==> src/srs_pkg.sv <==
`timescale 1ns / 1ps
// Shared types and constants for the speed ramp shaper.
// No dependencies; imported by srs_muldiv and speed_ramp_shaper_top.
package srs_pkg;

  localparam int unsigned OpWidth    = 32;
  localparam int unsigned ProdWidth  = 2 * OpWidth;
  localparam int unsigned CntWidth   = $clog2(ProdWidth);

  localparam logic [OpWidth-1:0] US_PER_SEC = 32'd1000000;

  localparam logic [27:0] ACC_MAX = 28'h7FFFFFF;
  localparam logic [27:0] ACC_MIN = 28'h8000000;

  localparam logic [14:0] MAX_SPEED_RST = 15'd25600;

  typedef enum logic [2:0] {
    REG_PROFILE_MODE = 3'd0,
    REG_SHAPING_EN   = 3'd1,
    REG_MAX_SPEED    = 3'd2,
    REG_ACCEL_LIMIT  = 3'd3,
    REG_JERK_LIMIT   = 3'd4
  } cfg_reg_t;

  typedef enum logic {
    OP_SHAPE = 1'b0,
    OP_CLEAR = 1'b1
  } opcode_t;

  typedef enum logic {
    MODE_TRAP   = 1'b0,
    MODE_SCURVE = 1'b1
  } mode_t;

  typedef enum logic [1:0] {
    MD_IDLE,
    MD_MUL,
    MD_DIV
  } md_state_t;

  typedef enum logic [2:0] {
    ST_IDLE,
    ST_TRAP,
    ST_ATGT,
    ST_SCAP,
    ST_ACC,
    ST_VEL,
    ST_DONE
  } state_t;

  // Request to the multiply-divide unit: floor(a * b / d)
  typedef struct packed {
    logic               start;
    logic [OpWidth-1:0] a;
    logic [OpWidth-1:0] b;
    logic [OpWidth-1:0] d;
  } md_req_t;

endpackage

==> src/srs_muldiv.sv <==
`timescale 1ns / 1ps
// Bit-serial unsigned multiply then divide: quo = floor(a * b / d).
// Depends on srs_pkg. One multiplier bit, then one quotient bit per cycle.
module srs_muldiv
  import srs_pkg::*;
(
  input  logic                 clk,
  input  logic                 rst_n,
  input  md_req_t              req,
  output logic                 done,
  output logic [ProdWidth-1:0] quo
);

  md_state_t            state_r, state_nxt;
  logic [CntWidth-1:0]  cnt_r, cnt_nxt;
  logic [OpWidth-1:0]   a_r, a_nxt;
  logic [OpWidth-1:0]   d_r, d_nxt;
  logic [ProdWidth-1:0] prod_r, prod_nxt;
  logic [OpWidth:0]     rem_r, rem_nxt;
  logic                 done_r, done_nxt;
  logic [OpWidth:0]     sum;
  logic [OpWidth:0]     shifted;
  logic                 ge;

  always_ff @(posedge clk) begin
    if (!rst_n) begin
      state_r <= MD_IDLE;
      cnt_r   <= '0;
      done_r  <= 1'b0;
    end else begin
      state_r <= state_nxt;
      cnt_r   <= cnt_nxt;
      done_r  <= done_nxt;
    end
  end

  always_ff @(posedge clk) begin
    a_r    <= a_nxt;
    d_r    <= d_nxt;
    prod_r <= prod_nxt;
    rem_r  <= rem_nxt;
  end

  always_comb begin
    state_nxt = state_r;
    cnt_nxt   = cnt_r;
    a_nxt     = a_r;
    d_nxt     = d_r;
    prod_nxt  = prod_r;
    rem_nxt   = rem_r;
    done_nxt  = 1'b0;
    sum       = {1'b0, prod_r[ProdWidth-1:OpWidth]} +
                (prod_r[0] ? {1'b0, a_r} : '0);
    shifted   = {rem_r[OpWidth-1:0], prod_r[ProdWidth-1]};
    ge        = (shifted >= {1'b0, d_r});
    unique case (state_r)
      MD_IDLE: begin
        if (req.start) begin
          a_nxt     = req.a;
          d_nxt     = req.d;
          prod_nxt  = {{OpWidth{1'b0}}, req.b};
          cnt_nxt   = '0;
          state_nxt = MD_MUL;
        end
      end
      MD_MUL: begin
        // add and shift right; multiplier bits drain from the bottom
        prod_nxt = {sum, prod_r[OpWidth-1:1]};
        cnt_nxt  = cnt_r + 1'b1;
        if (cnt_r == CntWidth'(OpWidth - 1)) begin
          cnt_nxt   = '0;
          rem_nxt   = '0;
          state_nxt = MD_DIV;
        end
      end
      MD_DIV: begin
        // restoring step; quotient bits fill in from the bottom
        rem_nxt  = ge ? (shifted - {1'b0, d_r}) : shifted;
        prod_nxt = {prod_r[ProdWidth-2:0], ge};
        cnt_nxt  = cnt_r + 1'b1;
        if (cnt_r == CntWidth'(ProdWidth - 1)) begin
          done_nxt  = 1'b1;
          state_nxt = MD_IDLE;
        end
      end
      default: state_nxt = MD_IDLE;
    endcase
  end

  assign done = done_r;
  assign quo  = prod_r;

endmodule

==> src/speed_ramp_shaper_top.sv <==
`timescale 1ns / 1ps
// Speed ramp shaper top level: trapezoid or jerk-limited S-curve speed profile.
// Depends on srs_pkg and srs_muldiv.

// Takes one transaction at a time. A clear or a pass-through transaction
// (shaping disabled) goes straight from idle to the done state. Every
// product with the time step and every division goes through one shared
// bit-serial multiply-divide unit, which steps through the 32 multiplier
// bits and then the 64 quotient bits of each use (one use for trapezoid,
// three for S-curve). The output register holds a finished result while
// the next transaction is taken.
module speed_ramp_shaper_top
  import srs_pkg::*;
(
  input  logic               clk,
  input  logic               rst_n,
  input  logic               in_valid,
  output logic               in_ready,
  input  logic               in_opcode,
  input  logic signed [15:0] in_target_speed,
  input  logic        [31:0] in_time_us,
  output logic               out_valid,
  input  logic               out_ready,
  output logic signed [15:0] out_shaped_speed,
  input  logic               cfg_valid,
  output logic               cfg_ready,
  input  logic        [2:0]  cfg_index,
  input  logic        [27:0] cfg_data
);

  // configuration
  logic        mode_r;
  logic        enabled_r;
  logic [14:0] max_speed_r;
  logic [23:0] accel_limit_r;
  logic [27:0] jerk_limit_r;

  state_t state_r, state_nxt;
  logic signed [15:0] speed_r, speed_nxt;
  logic signed [27:0] accel_r, accel_nxt;
  logic        [31:0] last_r, last_nxt;
  logic        [31:0] dt_r, dt_nxt;
  logic signed [16:0] tc_r, tc_nxt;
  logic signed [16:0] err_r, err_nxt;
  logic signed [25:0] atgt_r, atgt_nxt;
  logic signed [28:0] step_r, step_nxt;
  logic signed [27:0] acc_r, acc_nxt;
  logic signed [15:0] res_r, res_nxt;
  logic               out_valid_r;
  logic signed [15:0] out_data_r;
  logic               load_out;

  md_req_t                md_req;
  logic                   md_done;
  logic [ProdWidth-1:0]   md_quo;

  // combinational helpers
  logic signed [16:0] tgt17, mx17, tc_c, err_c;
  logic        [16:0] err_mag;
  logic               q_big17;
  logic        [16:0] q17;
  logic signed [17:0] d_c, spd18;
  logic        [23:0] capped;
  logic signed [28:0] diff;
  logic        [28:0] diff_mag;
  logic        [27:0] sc;
  logic signed [29:0] acc_sum;
  logic signed [27:0] acc_c;
  logic        [27:0] acc_mag;
  logic signed [18:0] sv, ns, tc19;

  srs_muldiv u_muldiv (
    .clk   (clk),
    .rst_n (rst_n),
    .req   (md_req),
    .done  (md_done),
    .quo   (md_quo)
  );

  // hold off writes while in reset
  assign cfg_ready = rst_n;

  always_ff @(posedge clk) begin
    if (!rst_n) begin
      mode_r        <= MODE_TRAP;
      enabled_r     <= 1'b0;
      max_speed_r   <= MAX_SPEED_RST;
      accel_limit_r <= '0;
      jerk_limit_r  <= '0;
    end else if (cfg_valid) begin
      unique case (cfg_index)
        REG_PROFILE_MODE: mode_r        <= cfg_data[0];
        REG_SHAPING_EN:   enabled_r     <= cfg_data[0];
        REG_MAX_SPEED:    max_speed_r   <= cfg_data[14:0];
        REG_ACCEL_LIMIT:  accel_limit_r <= cfg_data[23:0];
        REG_JERK_LIMIT:   jerk_limit_r  <= cfg_data;
        default: ;
      endcase
    end
  end

  always_ff @(posedge clk) begin
    if (!rst_n) begin
      state_r <= ST_IDLE;
      speed_r <= '0;
      accel_r <= '0;
      last_r  <= '0;
    end else begin
      state_r <= state_nxt;
      speed_r <= speed_nxt;
      accel_r <= accel_nxt;
      last_r  <= last_nxt;
    end
  end

  always_ff @(posedge clk) begin
    dt_r   <= dt_nxt;
    tc_r   <= tc_nxt;
    err_r  <= err_nxt;
    atgt_r <= atgt_nxt;
    step_r <= step_nxt;
    acc_r  <= acc_nxt;
    res_r  <= res_nxt;
  end

  always_ff @(posedge clk) begin
    if (!rst_n) begin
      out_valid_r <= 1'b0;
    end else if (load_out) begin
      out_valid_r <= 1'b1;
    end else if (out_ready) begin
      out_valid_r <= 1'b0;
    end
  end

  always_ff @(posedge clk) begin
    if (load_out) begin
      out_data_r <= res_r;
    end
  end

  assign in_ready         = rst_n && (state_r == ST_IDLE);
  assign out_valid        = out_valid_r;
  assign out_shaped_speed = out_data_r;

  always_comb begin
    state_nxt = state_r;
    speed_nxt = speed_r;
    accel_nxt = accel_r;
    last_nxt  = last_r;
    dt_nxt    = dt_r;
    tc_nxt    = tc_r;
    err_nxt   = err_r;
    atgt_nxt  = atgt_r;
    step_nxt  = step_r;
    acc_nxt   = acc_r;
    res_nxt   = res_r;
    load_out  = 1'b0;
    md_req    = '0;

    // target clamp and speed error
    tgt17 = {in_target_speed[15], in_target_speed};
    mx17  = {2'b00, max_speed_r};
    if (tgt17 > mx17) begin
      tc_c = mx17;
    end else if (tgt17 < -mx17) begin
      tc_c = -mx17;
    end else begin
      tc_c = tgt17;
    end
    err_c   = tc_c - {speed_r[15], speed_r};
    err_mag = err_r[16] ? 17'(-err_r) : 17'(err_r);

    q_big17 = |md_quo[ProdWidth-1:17];
    q17     = md_quo[16:0];

    // trapezoid step
    if (q_big17 || (q17 >= err_mag)) begin
      d_c = {err_r[16], err_r};
    end else begin
      d_c = err_r[16] ? -$signed({1'b0, q17}) : $signed({1'b0, q17});
    end
    spd18 = {speed_r[15], speed_r[15], speed_r} + d_c;

    // acceleration target cap
    if ((|md_quo[ProdWidth-1:24]) || (md_quo[23:0] > accel_limit_r)) begin
      capped = accel_limit_r;
    end else begin
      capped = md_quo[23:0];
    end
    if (dt_r == '0) begin
      capped = '0;
    end

    // jerk cap
    diff     = {{3{atgt_r[25]}}, atgt_r} - {accel_r[27], accel_r};
    diff_mag = diff[28] ? 29'(-diff) : 29'(diff);
    sc       = (|md_quo[ProdWidth-1:28]) ? '1 : md_quo[27:0];

    // new acceleration with saturation
    acc_sum = {{2{accel_r[27]}}, accel_r} + {step_r[28], step_r};
    if (acc_sum > $signed({{2{ACC_MAX[27]}}, ACC_MAX})) begin
      acc_c = ACC_MAX;
    end else if (acc_sum < $signed({{2{ACC_MIN[27]}}, ACC_MIN})) begin
      acc_c = ACC_MIN;
    end else begin
      acc_c = acc_sum[27:0];
    end
    acc_mag = acc_c[27] ? 28'(-acc_c) : 28'(acc_c);

    // speed advance
    sv   = acc_r[27] ? -$signed({2'b00, q17}) : $signed({2'b00, q17});
    if (q_big17) begin
      sv = acc_r[27] ? -19'sd131071 : 19'sd131071;
    end
    ns   = {{3{speed_r[15]}}, speed_r} + sv;
    tc19 = {{2{tc_r[16]}}, tc_r};

    unique case (state_r)
      ST_IDLE: begin
        if (in_valid) begin
          if (in_opcode == OP_CLEAR) begin
            speed_nxt = '0;
            accel_nxt = '0;
            last_nxt  = '0;
            res_nxt   = '0;
            state_nxt = ST_DONE;
          end else if (!enabled_r) begin
            speed_nxt = in_target_speed;
            last_nxt  = in_time_us;
            res_nxt   = in_target_speed;
            state_nxt = ST_DONE;
          end else begin
            dt_nxt   = (last_r == '0) ? '0 : (in_time_us - last_r);
            last_nxt = in_time_us;
            tc_nxt   = tc_c;
            err_nxt  = err_c;
            md_req.start = 1'b1;
            if (mode_r == MODE_TRAP) begin
              md_req.a  = {8'd0, accel_limit_r};
              md_req.b  = dt_nxt;
              md_req.d  = US_PER_SEC;
              state_nxt = ST_TRAP;
            end else begin
              md_req.a  = err_c[16] ? 32'(-err_c) : 32'(err_c);
              md_req.b  = US_PER_SEC;
              md_req.d  = dt_nxt;
              state_nxt = ST_ATGT;
            end
          end
        end
      end
      ST_TRAP: begin
        if (md_done) begin
          speed_nxt = spd18[15:0];
          res_nxt   = spd18[15:0];
          state_nxt = ST_DONE;
        end
      end
      ST_ATGT: begin
        if (md_done) begin
          atgt_nxt = err_r[16] ? -$signed({2'b00, capped}) : $signed({2'b00, capped});
          md_req.start = 1'b1;
          md_req.a     = {4'd0, jerk_limit_r};
          md_req.b     = dt_r;
          md_req.d     = US_PER_SEC;
          state_nxt    = ST_SCAP;
        end
      end
      ST_SCAP: begin
        if (md_done) begin
          if (diff_mag <= {1'b0, sc}) begin
            step_nxt = diff;
          end else begin
            step_nxt = diff[28] ? -$signed({1'b0, sc}) : $signed({1'b0, sc});
          end
          state_nxt = ST_ACC;
        end
      end
      ST_ACC: begin
        acc_nxt      = acc_c;
        md_req.start = 1'b1;
        md_req.a     = {4'd0, acc_mag};
        md_req.b     = dt_r;
        md_req.d     = US_PER_SEC;
        state_nxt    = ST_VEL;
      end
      ST_VEL: begin
        if (md_done) begin
          accel_nxt = acc_r;
          // stop at the target without overshoot
          if (((err_r > 0) && (ns > tc19)) || ((err_r < 0) && (ns < tc19))) begin
            ns        = tc19;
            accel_nxt = '0;
          end
          if (ns > 19'sd32767) begin
            speed_nxt = 16'sh7FFF;
          end else if (ns < -19'sd32768) begin
            speed_nxt = 16'sh8000;
          end else begin
            speed_nxt = ns[15:0];
          end
          res_nxt   = speed_nxt;
          state_nxt = ST_DONE;
        end
      end
      ST_DONE: begin
        // hold until the output register is free
        if (!out_valid_r || out_ready) begin
          load_out  = 1'b1;
          state_nxt = ST_IDLE;
        end
      end
      default: state_nxt = ST_IDLE;
    endcase
  end

endmodule
==> config.mk <==
export PLATFORM = sky130hd
export DESIGN_NAME = speed_ramp_shaper_top
export DESIGN_NICKNAME = d
export VERILOG_FILES = /design/src/srs_pkg.sv /design/src/srs_muldiv.sv /design/src/speed_ramp_shaper_top.sv
export SDC_FILE = /design/constraint.sdc
export NUM_CORES = 2
export LEC_CHECK = 0
export BUFFER_PORTS_ARGS = -buffer_cell sky130_fd_sc_hd__buf_2
export CAP_MARGIN = 20
export CELL_PAD_IN_SITES_DETAIL_PLACEMENT = 1
export CELL_PAD_IN_SITES_GLOBAL_PLACEMENT = 1
export CORE_UTILIZATION = 46
export CTS_BUF_LIST = sky130_fd_sc_hd__clkbuf_4
export CTS_CLUSTER_DIAMETER = 50
export CTS_CLUSTER_SIZE = 25
export DETAILED_ROUTE_END_ITERATION = 8
export GPL_ROUTABILITY_DRIVEN = 1
export GPL_TIMING_DRIVEN = 0
export PLACE_DENSITY_LB_ADDON = 0.15
export SLEW_MARGIN = 0
export SYNTH_ARGS = -nofsm -noshare
export SYNTH_HDL_FRONTEND = slang
export SYNTH_SLANG_ARGS = --single-unit
==> constraint.sdc <==
create_clock -name clk -period 6.4 [get_ports clk]
set_clock_uncertainty 0.1 [all_clocks]
set_input_delay 0.96 -clock clk [delete_from_list [all_inputs] [get_ports clk]]
set_output_delay 0.96 -clock clk [all_outputs]
set_load 0.01 [all_outputs]
==> qor.yml <==
drt:
  drt_pass1_iterations: 8
  drcViolationCount: 0
  vias: 39110
  ant_nets: 0
  drtIter0Drc: 3647
  wl_per_cell_um: 26.92
  wl_um: 164700
  viasPerCell: 6.391
clock_network:
  clkSinkCount: 499
  htree_levels: 3
  cts_tree: "yes"
  cts-root-buf: "clkbuf_4"
  ctsLongestPathBuffers: 3
  clk_latency_ns: 1.00
  clkTransAtPathRegs_ns: 0.14
  cts-buffers-inserted: 74
global_routing:
  antenna_found_initial: 6
  globalRouteMet2Util: 0.5657
  gr-total-overflow: 0
  grtUsageMet1: 0.4989
  grtUsageMet3: 0.06412
  busiest_layer: "met2"
  grt_pass1_wl_um: 239300
  grt_max_degree: 66
  first_global_vias: 38100
  grt_usage: 0.3650
placement:
  dp.final_hpwl_um: 123400
  io_buffers: 101
  gp_congestion: 0.9929
die:
  core-area_sq_um: 84090
  io_pins: 104
  rows: 106
  fp.dieH_um: 294.0
  die_width_um: 294.0
  start_util: 0.4665
  die_area_sq_um: 86450
sta:
  setup_ws_ns: -0.8523
  rsz0062_at_grt: "yes"
  timing.final.crit_period_ns: 7.252
  finalMaxSlewViolations: 0
  fmax_mhz: 137.9
  worstMarginPinSlew_ns: 1.258
  max-slew-margin-rel: 0.1615
  fin_crit_sh: 1.133
  holdWs_ns: 0.1416
  setup_viol: 76
  hold_viol_final: 0
logic_synthesis:
  synthCells: 4572
  synth_area_leader_cell: "edfxtp_1"
  synth_top_area_share: 0.2610
  yosys_register_bits: 499
  synth.top_cells.by_area: "edfxtp_1 (26%), ha_1 (11%), dfxtp_1 (8.1%)"
  synth.yosys.seq_area_share: 0.3417
  synth_enable_flop_cells: 341
  yosysWarnings: 0
  synthArstFlopShare: 0
  syn_avg_cell_area_sq_um: 8.580
  synth_flop_cell: "edfxtp_1"
  synth_area_sq_um: 39230
  ys_types: 100
pwr:
  total_power_mw: 18.03
  power.density_nw_per_um2: 389.1
  p_leak_nw: 18.00
  vdd_drop_max_uv: 289.6
critical_path:
  cp_common_cell: "a21o_1"
  cpMaxStageDelayCell: "edfxtp_1"
  cp.buffers_inverters: 3
  r2r-end: "res_r[13]"
  r2r_setup_slack_ns: -0.85
  worst_setup_path_start_kind: "flip-flop"
  crit_type: "reg2reg"
  worst-path-max-fanout: 8
  crit_arrival_ns: 7.81
  end_kind: "flip-flop"
  worst_ep_required_time_ns: 6.95
  cp_top_family: "compound AO/OA/AOI/OAI gates"
  rr_startpoint: "u_muldiv.quo[18]"
  reg2reg_depth: 27
  critPathMaxStageDelay_ns: 0.68
run:
  maxCapViolations: 0
hold_path:
  hold_end: "accel_limit_r[5]"
  worstHoldPathType: "in2reg"
  hold_depth: 3
  min_from: "cfg_data[5]"
outcome:
  outcome: "finished, violations left"
  violations: "setup timing"
layout:
  layout.nets: 5339
  synthToLayoutAreaGrowth_pct: 18.15
  fin_util: 0.5512
  drive_gt1_frac: 0.1614
logic make-up (layout without fill, tap and decap cells):
family / after synthesis / in the layout / share of synthesized area
adders and majority gates: 341 / 341 / 0.1103
DFF: 499 / 499 / 0.3417
and+or+nand+nor: 1457 / 1457 / 0.1809
muxes: 68 / 68 / 0.01882
xor gates and xnor gates: 288 / 288 / 0.06485
buffers and inverters: 496 / 896 / 0.04804
other: 1 / 14 / 0.00009560
AOI/OAI and AO/OA: 1422 / 1422 / 0.2353
registers in the layout, indices dropped and copies added (netlist names), 17 cells and up:
name and flops:
accel_r 28, last_r 32, err_r 17, u_muldiv.d_r 32, u_muldiv.rem_r 32, step_r 29
jerk_limit_r 28, u_muldiv.quo 64, accel_limit_r 24, dt_r 32, tc_r 17, acc_r 28
u_muldiv.a_r 32, atgt_r 26
worst max-delay path by stage:
stage | start | end | slack, ns | cells after the start
after floorplan | max_speed_r[0] | u_muldiv.a_r[4] | 0.01 | 29
after CTS | u_muldiv.quo[62] | res_r[13] | -0.78 | 30
after global routing | u_muldiv.quo[52] | res_r[13] | -0.99 | 31
after global placement | u_muldiv.quo[52] | accel_r[27] | -2.98 | 26
after detailed placement | u_muldiv.quo[52] | res_r[2] | -2.74 | 27
final | u_muldiv.quo[18] | res_r[13] | -0.85 | 27
Yosys cell counts, drive strengths merged, types with 43 or more instances:
library cell and n:
o21ai 330, mux2i 43, nor2b 118, nand3 96, a21o 107, nand2 460
a31oi 47, xor2 105, nor4 49, xnor2 182, and2 59, nand4 59
a21boi 55, inv 281, a21oi 377, nor2 329, nor3 85, ha 333
edfxtp 341, a22oi 109, dfxtp 158, o31ai 45, clkbuf 178, o21a 52
metrics by stage:
stage	worst slack [ns]	setup TNS, ns	std cells	area, sq um
6_report	-0.8523	-49.06	6119	46340
5_1_grt	-0.9935	-58.26	6113	46330
2_1_floorplan	0.01156	0	4575	39350
4_1_cts	-0.7844	-38.81	6057	45220
3_5_place_dp	-2.743	-208.21	5821	41510
3_3_place_gp	-2.977	-216.51	5810	41280
cell type report:
cell class | count | area, sq um
Timing Repair Buffer | 270 | 2125
Buffer | 205 | 992.2
Clock inverter | 58 | 649.4
Antenna cell | 10 | 25.02
Sequential cell | 499 | 13420
Inverter | 283 | 1072
Clock buffer | 80 | 600.6
Multi-Input combinational cell | 3580 | 26040
Tap cell | 1134 | 1419
Fill cell | 10010 | 37740
placed cells by master, fill, tap and decap left out, types with 32 or more instances in the layout:
| cell type | count |
|---|---|
| edfxtp_1 | 341 |
| and3_1 | 33 |
| mux2i_1 | 35 |
| nand2b_1 | 34 |
| a21oi_1 | 344 |
| nor3b_1 | 35 |
| nand4_1 | 59 |
| xnor2_1 | 156 |
| a21o_1 | 106 |
| nor3_1 | 72 |
| xor2_1 | 102 |
| o31ai_1 | 32 |
| a21boi_0 | 52 |
| inv_1 | 270 |
| clkbuf_4 | 83 |
| nor4_1 | 37 |
| a22oi_2 | 33 |
| a31oi_1 | 42 |
| o21a_1 | 50 |
| clkbuf_1 | 147 |
| nor2_1 | 315 |
| buf_2 | 113 |
| nor2b_1 | 114 |
| a22oi_1 | 76 |
| o21ai_0 | 278 |
| a211oi_1 | 32 |
| dfxtp_1 | 152 |
| and2_1 | 59 |
| buf_4 | 128 |
| ha_1 | 314 |
| nand2_1 | 451 |
| nand3_1 | 92 |
| a22o_1 | 37 |
power breakdown:
part           internal [mW]  switching, mW  leakage (nW)
clock network           1.07           1.51         0.695
logic                   4.02           6.50          12.8
registers               4.27          0.664          4.47
total                   9.35           8.68          18.0
worst register-to-register path, stage by stage, from the launching register on:
cell and delay [ns]:
edfxtp_1 0.68, or2_2 0.47, nor3_2 0.41, and3_4 0.33, nand2_4 0.07, clkbuf_16 0.20, o311ai_4 0.41, ha_4 0.28
a21o_1 0.18, a21o_1 0.18, o21ba_4 0.25, a211oi_4 0.30, a21oi_4 0.14, buf_6 0.14, xor2_2 0.15, ha_1 0.34
a21o_1 0.18, a21o_1 0.17, a21oi_1 0.11, o21a_1 0.13, nor2_1 0.06, o32ai_2 0.28, mux2_4 0.38, or4_4 0.43
o21a_4 0.20, buf_8 0.17, o21ai_2 0.13, nand2_1 0.08
per-layer routing:
layer / wire length (um) / vias up
met5: 0 / -
met2: 72330 / 1791
met3: 13820 / 428
met4: 8582 / 0
met1: 70000 / 19370
li1: - / 17510
what timing repair did:
action | CTS | global route
gates cloned | 6 | 0
resized for setup | 362 | 150
endpoints found under the setup margin | 117 | 107
hold buffers | 0 | 0
buffers inserted | 97 | 62
pin swaps | 117 | 117
No activity file was read; power rests on OpenSTA's default activity.
